`config.mk`:
```
export PLATFORM = sky130hd
export DESIGN_NAME = hotkey_match_table
export DESIGN_NICKNAME = d
export VERILOG_FILES = /design/src/design/hmt_pkg.sv /design/src/design/hmt_ctrl.sv /design/src/design/hmt_datapath.sv /design/src/design/hotkey_match_table.sv
export SDC_FILE = /design/constraint.sdc
export NUM_CORES = 1
export LEC_CHECK = 0
export ABC_CLOCK_PERIOD_IN_PS = 2500
export BUFFER_PORTS_ARGS = -buffer_cell sky130_fd_sc_hd__buf_4
export CAP_MARGIN = 30
export CORE_ASPECT_RATIO = 0.75
export CORE_MARGIN = 8
export CORE_UTILIZATION = 45
export CTS_BUF_LIST = sky130_fd_sc_hd__clkbuf_8
export CTS_CLUSTER_DIAMETER = 80
export CTS_CLUSTER_SIZE = 14
export DETAILED_ROUTE_END_ITERATION = 16
export PLACE_DENSITY_LB_ADDON = 0.1
export SYNTH_ARGS = -nofsm -noshare
export SYNTH_HDL_FRONTEND = slang
export SYNTH_SLANG_ARGS = --single-unit
```
`constraint.sdc`:
```
create_clock -name clock -period 2.5 [get_ports clock]
set_input_delay 0.25 -clock clock [delete_from_list [all_inputs] [get_ports clock]]
set_output_delay 0.25 -clock clock [all_outputs]
set_load 0.05 [all_outputs]
```
`src/design/hmt_pkg.sv`:
```
// Shared types and constants for the hotkey match table.
`default_nettype none

package hmt_pkg;

   // Transaction opcodes on the request channel
   typedef enum logic [1:0] {
      OP_LOAD     = 2'd0,
      OP_KEY_DOWN = 2'd1,
      OP_KEY_UP   = 2'd2,
      OP_NOP      = 2'd3
   } opcode_type;

   // Controller states
   typedef enum logic [1:0] {
      ST_IDLE,
      ST_DECODE,
      ST_SCAN,
      ST_FINISH
   } state_type;

   // Modifier mask bit positions
   localparam int unsigned MASK_ALT   = 0;
   localparam int unsigned MASK_CTRL  = 1;
   localparam int unsigned MASK_SHIFT = 2;
   localparam int unsigned MASK_WIN   = 3;

   localparam int unsigned MODS_W  = 4;
   localparam int unsigned KEY_W   = 8;
   localparam int unsigned SLOT_W  = 4;
   localparam int unsigned COUNT_W = 5;
   localparam int unsigned ENTRY_W = MODS_W + KEY_W;

   // Virtual key codes
   localparam logic [KEY_W-1:0] KC_WIN_L   = 8'h5B;
   localparam logic [KEY_W-1:0] KC_WIN_R   = 8'h5C;
   localparam logic [KEY_W-1:0] KC_SHIFT_L = 8'hA0;
   localparam logic [KEY_W-1:0] KC_SHIFT_R = 8'hA1;
   localparam logic [KEY_W-1:0] KC_CTRL_L  = 8'hA2;
   localparam logic [KEY_W-1:0] KC_CTRL_R  = 8'hA3;
   localparam logic [KEY_W-1:0] KC_ALT_L   = 8'hA4;
   localparam logic [KEY_W-1:0] KC_ALT_R   = 8'hA5;

   // Register file
   localparam int unsigned CSR_ADDR_W = 3;
   localparam int unsigned CSR_DATA_W = 32;
   localparam logic REG_ENTRY_COUNT = 1'b0;   // word index, paddr[2]

   // Controller to datapath commands
   typedef struct packed {
      logic capture;       // latch request fields, clear result
      logic load_write;    // write table slot
      logic scan_start;    // reset slot counter, read slot 0
      logic scan_step;     // evaluate current slot, advance
      logic result_load;   // move result to response register
   } cmd_type;

   // Datapath to controller status
   typedef struct packed {
      opcode_type opcode;
      logic       injected;
      logic       empty;     // no live slots
      logic       last;      // current slot is the last live one
      logic       hit;       // key-down match on current slot
      logic       out_free;  // response register can take a result
   } status_type;

endpackage

`default_nettype wire

```
`src/design/hmt_ctrl.sv`:
```
// Controller state machine for the hotkey match table.
`default_nettype none

module hmt_ctrl (
   input  wire logic               clock,
   input  wire logic               reset,
   input  wire logic               req_valid,
   output logic                    req_stall,
   input  wire hmt_pkg::status_type status,
   output hmt_pkg::cmd_type        cmd
);

   hmt_pkg::state_type state_ff;
   hmt_pkg::state_type state_in;
   logic               scan_op;

   assign scan_op = ((status.opcode == hmt_pkg::OP_KEY_DOWN) ||
                     (status.opcode == hmt_pkg::OP_KEY_UP)) && !status.injected;

   // State register
   always_ff @(posedge clock) begin
      if (reset) begin
         state_ff <= hmt_pkg::ST_IDLE;
      end else begin
         state_ff <= state_in;
      end
   end

   // Next state
   always_comb begin
      state_in = state_ff;
      unique case (state_ff)
         hmt_pkg::ST_IDLE: begin
            if (req_valid) state_in = hmt_pkg::ST_DECODE;
         end
         hmt_pkg::ST_DECODE: begin
            if (status.opcode != hmt_pkg::OP_LOAD && scan_op && !status.empty) begin
               state_in = hmt_pkg::ST_SCAN;
            end else begin
               state_in = hmt_pkg::ST_FINISH;
            end
         end
         hmt_pkg::ST_SCAN: begin
            if (status.last || status.hit) state_in = hmt_pkg::ST_FINISH;
         end
         hmt_pkg::ST_FINISH: begin
            if (status.out_free) state_in = hmt_pkg::ST_IDLE;
         end
         default: state_in = hmt_pkg::ST_IDLE;
      endcase
   end

   // Outputs
   always_comb begin
      cmd       = '0;
      req_stall = 1'b1;
      unique case (state_ff)
         hmt_pkg::ST_IDLE: begin
            req_stall   = 1'b0;
            cmd.capture = req_valid;
         end
         hmt_pkg::ST_DECODE: begin
            cmd.load_write = (status.opcode == hmt_pkg::OP_LOAD);
            cmd.scan_start = scan_op && !status.empty;
         end
         hmt_pkg::ST_SCAN: begin
            cmd.scan_step = 1'b1;
         end
         hmt_pkg::ST_FINISH: begin
            cmd.result_load = status.out_free;
         end
         default: begin
            req_stall = 1'b1;
         end
      endcase
   end

endmodule

`default_nettype wire

```
`src/design/hmt_datapath.sv`:
```
// Datapath of the hotkey match table: slot memory, active flags, scan and result.
`default_nettype none

module hmt_datapath #(
   parameter int unsigned MAX_ENTRIES = 16
) (
   input  wire logic                           clock,
   input  wire logic                           reset,
   input  wire hmt_pkg::cmd_type               cmd,
   output hmt_pkg::status_type                 status,
   input  wire logic [hmt_pkg::COUNT_W-1:0]    entry_count,
   input  wire logic [1:0]                     req_opcode,
   input  wire logic [hmt_pkg::SLOT_W-1:0]     req_entry_index,
   input  wire logic [hmt_pkg::MODS_W-1:0]     req_entry_mods,
   input  wire logic [hmt_pkg::KEY_W-1:0]      req_entry_key,
   input  wire logic [hmt_pkg::KEY_W-1:0]      req_key_code,
   input  wire logic [hmt_pkg::MODS_W-1:0]     req_modifiers_held,
   input  wire logic                           req_injected,
   output logic                                rsp_valid,
   input  wire logic                           rsp_stall,
   output logic                                rsp_fire,
   output logic [hmt_pkg::SLOT_W-1:0]          rsp_fire_index,
   output logic                                rsp_suppress
);

   localparam int unsigned IDX_W = (MAX_ENTRIES > 1) ? $clog2(MAX_ENTRIES) : 1;
   localparam int unsigned AW    = (IDX_W > hmt_pkg::SLOT_W) ? IDX_W : hmt_pkg::SLOT_W;
   localparam int unsigned CNT_W = $clog2(MAX_ENTRIES + 1);
   localparam int unsigned LC_W  = (CNT_W > hmt_pkg::COUNT_W) ? CNT_W : hmt_pkg::COUNT_W;

   // Captured transaction
   hmt_pkg::opcode_type         opcode_ff;
   logic [hmt_pkg::SLOT_W-1:0]  eidx_ff;
   logic [hmt_pkg::MODS_W-1:0]  emods_ff;
   logic [hmt_pkg::KEY_W-1:0]   ekey_ff;
   logic [hmt_pkg::KEY_W-1:0]   key_ff;
   logic [hmt_pkg::MODS_W-1:0]  held_ff;
   logic                        injected_ff;

   // Scan state
   logic [IDX_W-1:0]            idx_ff, idx_in;
   logic [IDX_W-1:0]            rd_addr;
   logic [hmt_pkg::ENTRY_W-1:0] entry_mem [MAX_ENTRIES];
   logic [hmt_pkg::ENTRY_W-1:0] rd_data_ff;
   logic [MAX_ENTRIES-1:0]      active_ff, active_in;

   // Result accumulation and response register
   logic                        fire_ff, fire_in;
   logic [hmt_pkg::SLOT_W-1:0]  fidx_ff, fidx_in;
   logic                        supp_ff, supp_in;
   logic                        rsp_valid_ff, rsp_valid_in;
   logic                        rsp_fire_ff;
   logic [hmt_pkg::SLOT_W-1:0]  rsp_fidx_ff;
   logic                        rsp_supp_ff;

   // Derived values
   logic [LC_W-1:0]             count_w, max_w, live_n;
   logic [AW-1:0]               ld_wide, idx_wide;
   logic [IDX_W-1:0]            ld_addr;
   logic                        ld_in_range;
   logic [hmt_pkg::MODS_W-1:0]  cur_mods;
   logic [hmt_pkg::KEY_W-1:0]   cur_key;
   logic                        is_down, is_up, hit, up_clear, win_release;

   // Live slot count, clamped to the table size
   assign count_w = LC_W'(entry_count);
   assign max_w   = LC_W'(MAX_ENTRIES);
   assign live_n  = (count_w > max_w) ? max_w : count_w;

   assign ld_wide     = AW'(eidx_ff);
   assign ld_addr     = ld_wide[IDX_W-1:0];
   assign ld_in_range = (32'(eidx_ff) < 32'(MAX_ENTRIES));
   assign idx_wide    = AW'(idx_ff);

   assign cur_mods = rd_data_ff[hmt_pkg::ENTRY_W-1:hmt_pkg::KEY_W];
   assign cur_key  = rd_data_ff[hmt_pkg::KEY_W-1:0];

   // Slot comparison
   assign is_down = (opcode_ff == hmt_pkg::OP_KEY_DOWN);
   assign is_up   = (opcode_ff == hmt_pkg::OP_KEY_UP);
   assign hit     = is_down && cur_mods[hmt_pkg::MASK_WIN] && (cur_key == key_ff) &&
                    (cur_mods == held_ff);
   assign up_clear =
      (cur_key == key_ff) ||
      (cur_mods[hmt_pkg::MASK_CTRL] &&
         ((key_ff == hmt_pkg::KC_CTRL_L) || (key_ff == hmt_pkg::KC_CTRL_R))) ||
      (cur_mods[hmt_pkg::MASK_ALT] &&
         ((key_ff == hmt_pkg::KC_ALT_L) || (key_ff == hmt_pkg::KC_ALT_R))) ||
      (cur_mods[hmt_pkg::MASK_SHIFT] &&
         ((key_ff == hmt_pkg::KC_SHIFT_L) || (key_ff == hmt_pkg::KC_SHIFT_R)));
   assign win_release = is_up && !injected_ff &&
                        ((key_ff == hmt_pkg::KC_WIN_L) || (key_ff == hmt_pkg::KC_WIN_R));

   // Status to controller
   assign status.opcode   = opcode_ff;
   assign status.injected = injected_ff;
   assign status.empty    = (live_n == '0);
   assign status.last     = ((LC_W'(idx_ff) + LC_W'(1)) == live_n);
   assign status.hit      = hit;
   assign status.out_free = !rsp_valid_ff || !rsp_stall;

   // Capture of the request transaction
   always_ff @(posedge clock) begin
      if (reset) begin
         opcode_ff   <= hmt_pkg::OP_NOP;
         injected_ff <= 1'b0;
      end else if (cmd.capture) begin
         opcode_ff   <= hmt_pkg::opcode_type'(req_opcode);
         injected_ff <= req_injected;
      end
   end

   always_ff @(posedge clock) begin
      if (cmd.capture) begin
         eidx_ff  <= req_entry_index;
         emods_ff <= req_entry_mods;
         ekey_ff  <= req_entry_key;
         key_ff   <= req_key_code;
         held_ff  <= req_modifiers_held;
      end
   end

   // Slot counter and prefetch address: the next slot is read while this one is checked
   always_comb begin
      idx_in = idx_ff;
      if (cmd.scan_start) begin
         idx_in = '0;
      end else if (cmd.scan_step) begin
         idx_in = IDX_W'(idx_ff + 1'b1);
      end
      rd_addr = cmd.scan_start ? '0 : IDX_W'(idx_ff + 1'b1);
   end

   always_ff @(posedge clock) begin
      if (reset) begin
         idx_ff <= '0;
      end else begin
         idx_ff <= idx_in;
      end
   end

   // Slot memory: one write port, one registered read port
   always_ff @(posedge clock) begin
      if (cmd.load_write && ld_in_range) begin
         entry_mem[ld_addr] <= {emods_ff, ekey_ff};
      end
      rd_data_ff <= entry_mem[rd_addr];
   end

   // Active flags
   always_comb begin
      active_in = active_ff;
      if (cmd.load_write && ld_in_range) begin
         active_in[ld_addr] = 1'b0;
      end
      if (cmd.scan_step) begin
         if (hit) begin
            active_in[idx_ff] = 1'b1;
         end else if (is_up && up_clear) begin
            active_in[idx_ff] = 1'b0;
         end
      end
      if (cmd.result_load && win_release) begin
         active_in = '0;
      end
   end

   always_ff @(posedge clock) begin
      if (reset) begin
         active_ff <= '0;
      end else begin
         active_ff <= active_in;
      end
   end

   // Result accumulation
   always_comb begin
      fire_in = fire_ff;
      fidx_in = fidx_ff;
      supp_in = supp_ff;
      if (cmd.capture) begin
         fire_in = 1'b0;
         fidx_in = '0;
         supp_in = 1'b0;
      end else if (cmd.scan_step && hit) begin
         supp_in = 1'b1;
         if (!active_ff[idx_ff]) begin
            fire_in = 1'b1;
            fidx_in = idx_wide[hmt_pkg::SLOT_W-1:0];
         end
      end
   end

   always_ff @(posedge clock) begin
      fire_ff <= fire_in;
      fidx_ff <= fidx_in;
      supp_ff <= supp_in;
   end

   // Response register
   always_comb begin
      rsp_valid_in = rsp_valid_ff;
      if (cmd.result_load) begin
         rsp_valid_in = 1'b1;
      end else if (rsp_valid_ff && !rsp_stall) begin
         rsp_valid_in = 1'b0;
      end
   end

   always_ff @(posedge clock) begin
      if (reset) begin
         rsp_valid_ff <= 1'b0;
      end else begin
         rsp_valid_ff <= rsp_valid_in;
      end
   end

   always_ff @(posedge clock) begin
      if (cmd.result_load) begin
         rsp_fire_ff <= fire_ff;
         rsp_fidx_ff <= fidx_ff;
         rsp_supp_ff <= supp_ff;
      end
   end

   assign rsp_valid      = rsp_valid_ff;
   assign rsp_fire       = rsp_fire_ff;
   assign rsp_fire_index = rsp_fidx_ff;
   assign rsp_suppress   = rsp_supp_ff;

endmodule

`default_nettype wire

```
`src/design/hotkey_match_table.sv`:
```
// Hotkey match table: top level with register file, controller and datapath.
//
// Request channel (req_*): one transaction per load, key-down, key-up or no-op.
// Response channel (rsp_*): exactly one result per request, in order.
// Both channels use valid/stall; a transaction moves when valid is high and
// stall is low. Register entry_count sits at byte address 0 of the APB port.
//
// One request at a time. Loads, no-ops, injected events and events with no
// live slots go from decode straight to the finish step, which loads the result.
// Key events walk the live slots in order, one slot per cycle through the
// registered read port of the slot memory, visiting at most the live count (a
// key-down stops at its first match). A new request is taken once the result has
// gone to the output register, even while that result is still stalled.
// When rsp_stall holds the output register full, the next finished result waits
// in the datapath and the request side stays stalled.
// Reset (synchronous) clears all active flags, entry_count and both channels.
// Slot contents are undefined until loaded; no clearing pass is run.
`default_nettype none

module hotkey_match_table #(
   parameter int unsigned MAX_ENTRIES = 16
) (
   input  wire logic                                clock,
   input  wire logic                                reset,
   // Request channel
   input  wire logic                                req_valid,
   output logic                                     req_stall,
   input  wire logic [1:0]                          req_opcode,
   input  wire logic [hmt_pkg::SLOT_W-1:0]          req_entry_index,
   input  wire logic [hmt_pkg::MODS_W-1:0]          req_entry_mods,
   input  wire logic [hmt_pkg::KEY_W-1:0]           req_entry_key,
   input  wire logic [hmt_pkg::KEY_W-1:0]           req_key_code,
   input  wire logic [hmt_pkg::MODS_W-1:0]          req_modifiers_held,
   input  wire logic                                req_injected,
   // Response channel
   output logic                                     rsp_valid,
   input  wire logic                                rsp_stall,
   output logic                                     rsp_fire,
   output logic [hmt_pkg::SLOT_W-1:0]               rsp_fire_index,
   output logic                                     rsp_suppress,
   // Register port
   input  wire logic                                psel,
   input  wire logic                                penable,
   input  wire logic                                pwrite,
   input  wire logic [hmt_pkg::CSR_ADDR_W-1:0]      paddr,
   input  wire logic [hmt_pkg::CSR_DATA_W-1:0]      pwdata,
   output logic [hmt_pkg::CSR_DATA_W-1:0]           prdata,
   output logic                                     pready
);

   logic [hmt_pkg::COUNT_W-1:0] entry_count_ff, entry_count_in;
   logic                        csr_write;
   hmt_pkg::cmd_type            cmd;
   hmt_pkg::status_type         status;

   // Register file
   assign pready    = 1'b1;
   assign csr_write = psel && penable && pwrite && pready &&
                      (paddr[2] == hmt_pkg::REG_ENTRY_COUNT);

   assign entry_count_in = csr_write ? pwdata[hmt_pkg::COUNT_W-1:0] : entry_count_ff;

   always_ff @(posedge clock) begin
      if (reset) begin
         entry_count_ff <= '0;
      end else begin
         entry_count_ff <= entry_count_in;
      end
   end

   always_comb begin
      prdata = '0;
      if (paddr[2] == hmt_pkg::REG_ENTRY_COUNT) begin
         prdata = hmt_pkg::CSR_DATA_W'(entry_count_ff);
      end
   end

   // Controller
   hmt_ctrl u_ctrl (
      .clock     (clock),
      .reset     (reset),
      .req_valid (req_valid),
      .req_stall (req_stall),
      .status    (status),
      .cmd       (cmd)
   );

   // Datapath
   hmt_datapath #(
      .MAX_ENTRIES (MAX_ENTRIES)
   ) u_datapath (
      .clock              (clock),
      .reset              (reset),
      .cmd                (cmd),
      .status             (status),
      .entry_count        (entry_count_ff),
      .req_opcode         (req_opcode),
      .req_entry_index    (req_entry_index),
      .req_entry_mods     (req_entry_mods),
      .req_entry_key      (req_entry_key),
      .req_key_code       (req_key_code),
      .req_modifiers_held (req_modifiers_held),
      .req_injected       (req_injected),
      .rsp_valid          (rsp_valid),
      .rsp_stall          (rsp_stall),
      .rsp_fire           (rsp_fire),
      .rsp_fire_index     (rsp_fire_index),
      .rsp_suppress       (rsp_suppress)
   );

   // An accepted request keeps the block busy for the following cycle
   assert property (@(posedge clock) disable iff (reset)
      (req_valid && !req_stall) |=> req_stall)
      else $error("request side not busy after accepting a transaction");

   // A new result only appears while a request is in progress
   assert property (@(posedge clock) disable iff (reset)
      $rose(rsp_valid) |-> $past(req_stall))
      else $error("result produced with no request in progress");

   // A firing hotkey always swallows its event
   assert property (@(posedge clock) disable iff (reset)
      (rsp_valid && rsp_fire) |-> rsp_suppress)
      else $error("fire without suppress");

   // Result loads only come from the finish step, never with a fresh capture
   assert property (@(posedge clock) disable iff (reset)
      !(cmd.result_load && cmd.capture))
      else $error("result load and capture in the same cycle");

endmodule

`default_nettype wire
```
## Yosys cells after proc, flatten, opt, wreduce, memory -nomap -nowiden

Memory sizes are Yosys's and may differ from the RTL's. A register that Yosys moved wholly into a read port is not among the register bits.
Cells that the tools add are included.

- $add $sub $neg: 2
- Magnitude comparators: 5
- Reductions and logical operators: 44
- Eq/ne operators: 19
- Bitwise logic cells: 7
- Multiplexer cells: 27

Operators with widths:

| operator | number |
|---|---|
| $mux W16 | 4 |
| $eq A8 B8 Y1 const B | 6 |
| $and A16 B16 Y16 | 2 |
| $not A16 Y16 | 2 |
| $logic_and A1 B1 Y1 | 21 |
| $eq A8 B7 Y1 const B | 2 |
| $or A16 B16 Y16 | 1 |
| $mux W1 | 12 |
| $logic_or A1 B1 Y1 | 10 |
| $lt A4 B5 Y1 const B | 2 |
| $mux W5 | 2 |
| $demux W1 S4 | 2 |
| $eq A8 B8 Y1 | 1 |
| $ge A4 B1 Y1 const B | 2 |
| $mux W2 | 4 |
| $pmux W2 S4 | 1 |
| $eq A2 B2 Y1 const B | 3 |
| $add A4 B1 Y5 const B | 1 |
| $eq A5 B5 Y1 | 1 |
| $gt A5 B5 Y1 const B | 1 |
| $logic_not A5 Y1 | 1 |
| $add A4 B1 Y4 const B | 1 |
| $bmux W1 S4 | 1 |
| $eq A2 B1 Y1 const B | 2 |
| 11 further kinds | 19 |

- Logic and storage cells: 123
- RAM bits: 192
- Input port bits: 73
- Flip-flop bits (word level): 71
- Memories kept: 1
- Output and inout bits: 41

Memories:

| memory | depth | width | read ports | clocked after memory_dff | write ports | line | RTL |
|---|---|---|---|---|---|---|---|
| u_datapath.entry_mem | 16 | 12 | 1 | 1 | 1 | hmt_datapath.sv:43 | `logic [hmt_pkg::ENTRY_W-1:0] entry_mem [MAX_ENTRIES];` |

## Longest topological paths before layout

Gate-level depths: netlist (run 1).

- Word-level depth: 11
- Gate-level depth with buffers: 11
- Mapped depth without buffers: 8

## By module

Synthesis (run 1) repeated with hierarchy kept, for this count alone.

- Cells, all modules: 808
- Area, all modules: 11638.7 µm²

By module, submodules not included:

| module | cells an instance | sequential area each (µm²) | area an instance (µm²) | instances |
|---|---|---|---|---|
| hmt_datapath | 722 | 7627.3 | 10895.4 | 1 |
| hotkey_match_table | 57 | 100.1 | 495.5 | 1 |
| hmt_ctrl | 29 | 40.0 | 247.7 | 1 |

## Least setup slack after synthesis (run 1)

Ideal clock, no wire load.

- Kind: reg-to-reg
- Start: register u_datapath.idx_ff[0]
- End: register u_datapath.rd_data_ff[11] in the netlist's numbering (read register of u_datapath.entry_mem)
- Cell stages (with the launch flop): 10
- Slack: -1 ps
- Period minus slack after synthesis: 2501 ps
- Data arrival time: 2382 ps
- Setup time: 119 ps
- Required time: 2381 ps
- Buffers on the path: 3
- Path through: dfxtp_1 buf_2 inv_1 ha_1 clkbuf_1 clkbuf_1 mux2_2 a221o_1 a21o_1 o221a_2

- Cells in the longest elaborated chain, start to end: 2

Ends and longest elaborated chain:

| item | line | RTL |
|---|---|---|
| start, declared | hmt_datapath.sv:41 | `logic [IDX_W-1:0] idx_ff, idx_in;` |
| start signal, assigned | hmt_datapath.sv:138 | `idx_ff <= idx_in;` |
| $add A4 B1 Y4 | hmt_datapath.sv:131 | `rd_addr = cmd.scan_start ? '0 : IDX_W'(idx_ff + 1'b1);` |
| $mux W4 | hmt_datapath.sv:131 |  |
| end, declared | hmt_datapath.sv:44 | `logic [hmt_pkg::ENTRY_W-1:0] rd_data_ff;` |

Every way passes these cells.
A chain may end at the register's enable or synchronous reset.

## Worst setup path after layout (run 1)

- Start: register u_datapath.key_ff[5] in the netlist's numbering
- End: register u_ctrl.state_ff[0]

- Cells in the longest elaborated chain, start to end: 6

Ends and longest elaborated chain:

| item | line | RTL |
|---|---|---|
| start, declared | hmt_datapath.sv:36 | `logic [hmt_pkg::KEY_W-1:0] key_ff;` |
| start signal, assigned | hmt_datapath.sv:118 | `key_ff <= req_key_code;` |
| $eq A8 B8 Y1 | hmt_datapath.sv:81 | `assign hit = is_down && cur_mods[hmt_pkg::MASK_WIN] && (cur_key == key_ff) &&` |
| $logic_and A1 B1 Y1 (2 in a row) | hmt_datapath.sv:81 |  |
| $logic_or A1 B1 Y1 | hmt_ctrl.sv:44 | `if (status.last \|\| status.hit) state_in = hmt_pkg::ST_FINISH;` |
| $ne A2 B1 Y1 (no source line) | n/a |  |
| $reduce_and A3 Y1 (no source line) | n/a |  |
| end signal, assigned | hmt_ctrl.sv:23 | `state_ff <= hmt_pkg::ST_IDLE;` |
| end signal, assigned | hmt_ctrl.sv:25 | `state_ff <= state_in;` |
| end, declared | hmt_ctrl.sv:13 | `hmt_pkg::state_type state_ff;` |

Every way passes these cells.

==> flow_metrics.py, run 1 <==
metrics = {
    "setup_path": {
        "critical_path_arrival_ns": 2.82,
        "cp_cell_sequence": "xor2_1 -> nor4_2 -> nand3_1 -> a21oi_2 -> nor3_1 -> nor4b_1",
        "criticalPathCategory": "flip-flop to flip-flop",
        "timing.critical_path.fanout_max": 5,
        "worstSetupEndpointType": "flip-flop",
        "cell_type_of_the_slowest_stage_on_the_worst_timing_path": "nor4_2",
        "cp_data_required_time_ns": 2.94,
        "worstSetupStartpointType": "flip-flop",
        "worst_path_largest_cell_delay_ns": 0.51,
    },
    "clocking": {
        "clock_tree.root_cell": "clkbuf_8",
        "cts_setup_buffers": 0,
        "clkSlewWorstSetupHoldPaths_ns": 0.10,
        "cts_tree": "done",
        "clockBufferDepth": 3,
        "level_count_of_the_clock_h_tree": 1,
        "tritoncts_sinks": 275,
        "cts_buffers": 23,
        "clk_latency_ns": 0.57,
    },
    "layout": {
        "layout.nets": 1006,
        "antenna-diode-count": 0,
        "areaGrowthSynthToFinish_pct": 15.7,
        "drive_above_1_share_pct": 22.0,
        "design_area_um2": 13400,
    },
    "routing": {
        "post_drt_wl_per_cell_um": 22.4,
        "detail_route.first_pass.iterations": 5,
        "drt_iter0_drc": 472,
        "route.detailed.vias_per_inst": 5.42,
        "via_count": 6915,
        "detail_route.wirelength_um": 28500,
        "detail_route.drc_violations": 0,
        "postRouteAntennaNets": 0,
    },
    "placement": {
        "io_buffer_count": 56,
        "post_placement_cell_area_um2": 12500,
        "gp_congestion": 0.875,
        "dp.final_hpwl_um": 19400,
    },
    "global_routing": {
        "grt_antenna_before_repair": 1,
        "overflow": 0,
        "grt_pass1_vias": 6804,
        "grtUsageTotal_pct": 17.7,
        "wire_length_of_the_first_global_routing_pass_um": 42200,
        "largest_net_degree_at_the_start_of_global_routing": 68,
    },
    "hold_path": {
        "hold_path.class": "input pin to flip-flop",
    },
    "logic_synthesis": {
        "synthesis_stage_register_bit_count": 275,
        "yosysSeqAreaShare_pct": 67.1,
        "netlist_instances": 798,
        "number_of_distinct_library_cells_after_synthesis": 62,
        "synthesis.yosys.warnings": 0,
        "syn_area_um2": 11600,
        "synth_area_per_cell_um2": 14.5,
        "synth_ff_type": "edfxtp_1",
        "synth-edff-count": 226,
        "async_flop_share_pct": 0,
    },
    "sta": {
        "hold_viol": 0,
        "fmax_mhz": 421,
        "slew_headroom_pct": 36.5,
        "final_min_period_ns": 2.38,
        "timing_worst_slew_pin_value_ns": 0.953,
        "timing_max_transition_violations_final": 0,
        "fin_crit_sh_pct": 95.1,
        "fin_skew_ns": 0.0303,
        "hold_slack_ns": 0.107,
        "finalSetupViolCount": 0,
        "grt_setup_unrepaired": "no",
    },
    "power_and_ir_drop": {
        "total_leakage_power_nw": 4.70,
        "power_density_nw_per_um2": 830,
        "vdd_drop_max_uv": 654,
    },
    "floorplan": {
        "io_pins": 114,
        "die_height_um": 155,
        "fp-row-count": 50,
        "die-width_um": 201,
        "die_area_um2": 31100,
        "initial_utilization_pct": 46.1,
        "design.core.area_um2": 25100,
    },
    "status": {
        "outcome": "finished clean",
    },
    "run": {
        "max-cap-violations": 0,
    },
}
[Yosys cell counts (3+ instances only)]
master      n  area, um2
a21o_1     19        143
a21oi_1    38        190
a221o_1    12        120
buf_1       4       15.0
buf_2      14       70.1
buf_4      30        225
clkbuf_1   21       78.8
dfxtp_1    49        981
edfxtp_1  226       6790
ha_1       12        150
inv_1      16       60.1
mux2_2     45        507
mux2i_1    46        460
nand2_1    21       78.8
nand2b_1    6       37.5
nand3_1    10       50.1
nand3b_1   19        143
nand4_1     3       18.8
nor2_1     54        203
nor2b_1     7       43.8
nor3_1     12       60.1
nor3b_1     4       30.0
o211ai_1    3       22.5
o21ai_0     7       35.0
o221a_2    12        135
o22ai_1    44        275
xnor2_1     4       35.0
xor2_1     16        140
[metal layers]
metal	up-vias	share of wire, %	global-route usage (%)
li1	3245	-	-
met1	3419	48	25.7
met2	218	43	26.5
met3	33	7.1	4.13
met4	0	2.0	4.13
met5	-	0	0
[cell type report]
cell class,instances,area [um2]
Fill cell,2026,11700
Clock buffer,23,317
Inverter,17,63.8
Sequential cell,275,7770
Multi-Input combinational cell,462,3490
Tap cell,338,423
Timing Repair Buffer,142,1220
Clock inverter,19,105
[final timing paths]
path	from	endpoint	slack, ns	cells after the start
worst max-delay path	u_datapath.key_ff[5]$_DFFE_PP_	u_ctrl.state_ff[0]$_SDFFE_PP0P_	0.12	6
worst min-delay path	req_valid	u_datapath.fidx_ff[3]$_SDFFE_PP0P_	0.11	3
worst max register to register	u_datapath.key_ff[5]$_DFFE_PP_	u_ctrl.state_ff[0]$_SDFFE_PP0P_	0.12	6
worst min register to register	u_datapath.fire_ff$_SDFFE_PP0P_	u_datapath.rsp_fire$_DFFE_PP_	0.44	0
[worst max-delay path: cells and delay by family, from the launching register on]
family	cells	cell delay, ns
and+or+nand+nor	4	1.27
DFF	1	0.46
AOI/OAI and AO/OA	1	0.33
xor gates and xnor gates	1	0.20
[cell usage in the layout (no fill, tap or decap), types with 3 or more instances in the layout]
cell / synthesis / layout
o21ai_0: 7 / 7
edfxtp_1: 226 / 226
conb_1: 2 / 28
nor2b_1: 7 / 7
nand2_1: 21 / 21
nor3b_1: 4 / 4
a21oi_1: 38 / 35
nand3_1: 10 / 10
mux2_2: 45 / 45
nand2b_1: 6 / 6
o221a_2: 12 / 12
nor2_1: 54 / 53
nand4_1: 3 / 3
inv_1: 16 / 33
mux2i_1: 46 / 46
clkbuf_8: 0 / 23
buf_4: 30 / 98
a21o_1: 19 / 19
a21oi_2: 1 / 4
dlygate4sd3_1: 0 / 40
buf_12: 0 / 4
o211ai_1: 3 / 3
dfxtp_1: 49 / 48
o22ai_1: 44 / 44
xor2_1: 16 / 15
nand3b_1: 19 / 19
xnor2_1: 4 / 4
nor3_2: 0 / 4
ha_1: 12 / 11
nor3_1: 12 / 8
a221o_1: 12 / 12
[registers in the layout, indices dropped and copies added, names as in the netlist]
name and flops:
u_datapath.rd_data_ff 12, u_datapath.eidx_ff 4, u_datapath.held_ff 4, u_datapath.rsp_valid 1
u_datapath.emods_ff 4, u_datapath.ekey_ff 8, u_datapath.supp_ff 1, u_datapath.injected_ff 1
u_datapath.key_ff 8, u_datapath.fidx_ff 4, u_datapath.rsp_fire 1, u_datapath.opcode_ff 2
u_datapath.entry_mem 192, u_ctrl.state_ff 2, u_datapath.idx_ff 4, u_datapath.active_ff 16
u_datapath.fire_ff 1, u_datapath.rsp_suppress 1, entry_count_ff 5, u_datapath.rsp_fire_index 4
[logic make-up after synthesis]
| logic type | count (synthesis) | synth area share (%) |
|---|---|---|
| compound gates | 153 | 9.59 |
| flops | 275 | 67.1 |
| fa+ha+maj | 12 | 1.30 |
| mux | 96 | 9.32 |
| simple gates | 153 | 7.05 |
| buf+inv | 87 | 4.01 |
| other cells | 2 | 0.0649 |
| xor+xnor | 20 | 1.51 |
[timing repair]
action	4_1_cts	5_1_grt
endpoints found under the hold margin	38	0
setup endpoints to repair	0	6
hold buffers	40	0
resized for setup	0	6
[metrics by stage]
stage	utilization (%)	TNS [ns]	power [mW]	std cells	setup slack, ns
detailed placement	50.0	0	8.65	1194	0.102
global placement	50.0	0	8.59	1194	0.177
floorplan	-	-0.00984	7.59	824	-0.000941
finish	53.3	0	11.1	1276	0.122
CTS	53.2	0	11.1	1276	0.0764
global route	53.3	0	11.6	1276	0.00864
[where the power goes]
group          switching, mW  leakage [nW]  internal, mW
Sequential             0.468          2.45          5.41
Clock                   1.45         0.276         0.977
Combinational           1.68          1.98          1.12
Total                   3.59          4.70          7.51
No activity file was read; power rests on OpenSTA's default activity.
==> run 2, diff against run 1 <==
--- a/config.mk
+++ b/config.mk
@@ -13,3 +13,3 @@
 export CORE_UTILIZATION = 45
-export CTS_BUF_LIST = sky130_fd_sc_hd__clkbuf_8
+export CTS_BUF_LIST = sky130_fd_sc_hd__clkbuf_4 sky130_fd_sc_hd__clkbuf_8
 export CTS_CLUSTER_DIAMETER = 80
@@ -18,2 +18,3 @@
 export PLACE_DENSITY_LB_ADDON = 0.1
+export SLEW_MARGIN = 20
 export SYNTH_ARGS = -nofsm -noshare
--- a/constraint.sdc
+++ b/constraint.sdc
@@ -3,2 +3,2 @@
 set_output_delay 0.25 -clock clock [all_outputs]
-set_load 0.05 [all_outputs]
+set_load 0.005 [all_outputs]
==> run 2 against run 1 <==
Combinational power is 6% lower. Cell count is 0.16% lower. Sequential share of layout area is 0.19 points lower. Sequential power hardly changed. Critical path type unchanged. Hold slack worse by 0.071 ns. Maximum frequency is 0.13% lower. Utilization is 0.17 points higher. Critical path depth stayed put. Setup slack worse by 0.0031 ns. Die area stayed put. Clock-buffer cell count is 17 higher.
==> flow_metrics.py, run 2 (synthesis results as in run 1) <==
metrics = {
    "clocking": {
        "tritoncts_sinks": 275,
        "cts_tree": "done",
        "cts_setup_buffers": 0,
        "clk_latency_ns": 0.57,
        "clkSlewWorstSetupHoldPaths_ns": 0.10,
        "level_count_of_the_clock_h_tree": 1,
        "clockBufferDepth": 3,
        "cts_buffers": 23,
        "clock_tree.root_cell": "clkbuf_8",
    },
    "layout": {
        "fillers": 2025,
        "register_area_um2": 7770,
        "largest_register_ffs": 192,
        "mostFrequentLayoutCells": "226 x edfxtp_1, 98 x buf_4, 53 x nor2_1, 48 x dfxtp_1, 46 x mux2i_1",
        "fin_util_pct": 53.5,
        "drive_above_1_share_pct": 23.8,
        "layout.nets": 1004,
        "top_regs": "u_datapath.entry_mem (192), u_datapath.active_ff (16), u_datapath.rd_data_ff (12)",
        "antenna-diode-count": 0,
        "registers.top_by_ff_count": "u_datapath.entry_mem",
        "layout.cells.most_common": "edfxtp_1",
        "areaGrowthSynthToFinish_pct": 16.1,
        "multi_input_comb_area_um2": 3490,
    },
    "sta": {
        "finalSetupViolCount": 0,
        "slew_headroom_pct": 37.4,
        "fin_skew_ns": 0.0273,
        "final_min_period_ns": 2.38,
        "fmax_mhz": 420,
        "timing_worst_slew_pin_value_ns": 0.939,
        "timing_max_transition_violations_final": 0,
        "fin_crit_sh_pct": 95.2,
        "grt_setup_unrepaired": "no",
        "hold_viol": 0,
    },
    "hold_path": {
        "hold_path.class": "input pin to flip-flop",
        "worst_hold_startpoint": "reset",
        "hold_path_depth": 2,
        "min_delay_worst_endpoint": "u_datapath.rsp_valid$_SDFFE_PP0P_",
    },
    "setup_path": {
        "criticalPathCategory": "flip-flop to flip-flop",
        "worst_path_largest_cell_delay_ns": 0.51,
        "timing.critical_path.fanout_max": 5,
        "r2r-end": "u_ctrl.state_ff[0]$_SDFFE_PP0P_",
        "worstRegToRegCells": 6,
        "r2r_slack_ns": 0.12,
        "critPathTopFamily": "simple AND/OR/NAND/NOR gates",
        "critical_path_arrival_ns": 2.82,
        "worstSetupEndpointType": "flip-flop",
        "reg2reg_from": "u_datapath.key_ff[5]$_DFFE_PP_",
        "cp_data_required_time_ns": 2.94,
        "worstSetupStartpointType": "flip-flop",
        "cp_cell_sequence": "xor2_1 -> nor4_2 -> nand3_1 -> a21oi_2 -> nor3_1 -> nor4b_1",
        "crit_buf_inv": 0,
        "cell_type_of_the_slowest_stage_on_the_worst_timing_path": "nor4_2",
    },
    "floorplan": {
        "design.core.area_um2": 25100,
        "fp-row-count": 50,
        "die-width_um": 201,
        "die_height_um": 155,
        "io_pins": 114,
        "die_area_um2": 31100,
        "initial_utilization_pct": 46.1,
    },
    "routing": {
        "postRouteAntennaNets": 0,
        "detail_route.first_pass.iterations": 5,
        "post_drt_wl_per_cell_um": 22.4,
        "via_count": 6933,
        "drt_iter0_drc": 515,
        "detail_route.wirelength_um": 28600,
        "route.detailed.vias_per_inst": 5.44,
        "detail_route.drc_violations": 0,
    },
    "global_routing": {
        "overflow": 0,
        "wire_length_of_the_first_global_routing_pass_um": 42100,
        "grt_pass1_vias": 6796,
        "grtUsageTotal_pct": 17.6,
        "grt_antenna_before_repair": 1,
        "largest_net_degree_at_the_start_of_global_routing": 68,
    },
    "placement": {
        "io_buffer_count": 56,
        "dp.final_hpwl_um": 19400,
        "gp_congestion": 0.875,
    },
    "status": {
        "outcome": "finished clean",
    },
    "power_and_ir_drop": {
        "power_density_nw_per_um2": 833,
        "total_power_mw": 11.2,
        "vdd_drop_max_uv": 660,
        "total_leakage_power_nw": 4.68,
    },
    "run": {
        "max-cap-violations": 0,
    },
}
run 2: cell type report:
| type | count | share of cell area [%] |
|---|---|---|
| Clock inverter | 2 | 0.308 |
| Tap cell | 338 | 3.15 |
| Timing Repair Buffer | 140 | 8.91 |
| Multi-Input combinational cell | 462 | 26.0 |
| Inverter | 17 | 0.475 |
| Sequential cell | 275 | 57.9 |
| Clock buffer | 40 | 3.31 |
run 2: routing by layer:
metal  global-route usage, %  wire length [um]
met5                       0                 0
met4                    3.71               533
met3                    4.19              2040
met2                    26.5             12300
met1                    25.7             13700
run 2: worst max-delay path by stage:
stage                                      start                                 to  slack [ns]  cells after the start
4_1_cts           u_datapath.key_ff[2]$_DFFE_PP_    u_ctrl.state_ff[0]$_SDFFE_PP0P_        0.08                      6
3_5_place_dp      u_datapath.key_ff[2]$_DFFE_PP_    u_ctrl.state_ff[0]$_SDFFE_PP0P_        0.10                      6
3_3_place_gp      entry_count_ff[1]$_SDFFE_PP0P_   u_datapath.rd_data_ff[1]$_DFF_P_        0.18                      7
6_report          u_datapath.key_ff[5]$_DFFE_PP_    u_ctrl.state_ff[0]$_SDFFE_PP0P_        0.12                      6
5_1_grt           entry_count_ff[1]$_SDFFE_PP0P_   u_datapath.rd_data_ff[1]$_DFF_P_       0.009                      7
2_1_floorplan  u_datapath.idx_ff[0]$_SDFFE_PP0N_  u_datapath.rd_data_ff[11]$_DFF_P_     -0.0009                      9
run 2: where the power goes:
| part | total [mW] | switching, mW | internal [mW] |
|---|---|---|---|
| logic | 2.64 | 1.52 | 1.12 |
| clock network | 2.67 | 1.44 | 1.23 |
| registers | 5.87 | 0.464 | 5.41 |
| total | 11.2 | 3.43 | 7.76 |
run 2: metrics by stage:
stage,TNS [ns],setup WS [ns],instances,area (um2),hold slack (ns)
final,0,0.119,1274,13400,0.0358
after global routing,0,0.00866,1274,13400,0.0132
after CTS,0,0.0761,1274,13400,0.00404
after detailed placement,0,0.102,1194,12500,0.420
after global placement,0,0.177,1194,12500,0.414
after floorplan,-0.00984,-0.000941,824,11700,0.349
run 2: timing repair:
item | CTS | global route
gates resized for setup | 0 | 6
setup endpoints to repair | 0 | 6
hold endpoints to repair | 37 | 0
hold buffers | 38 | 0
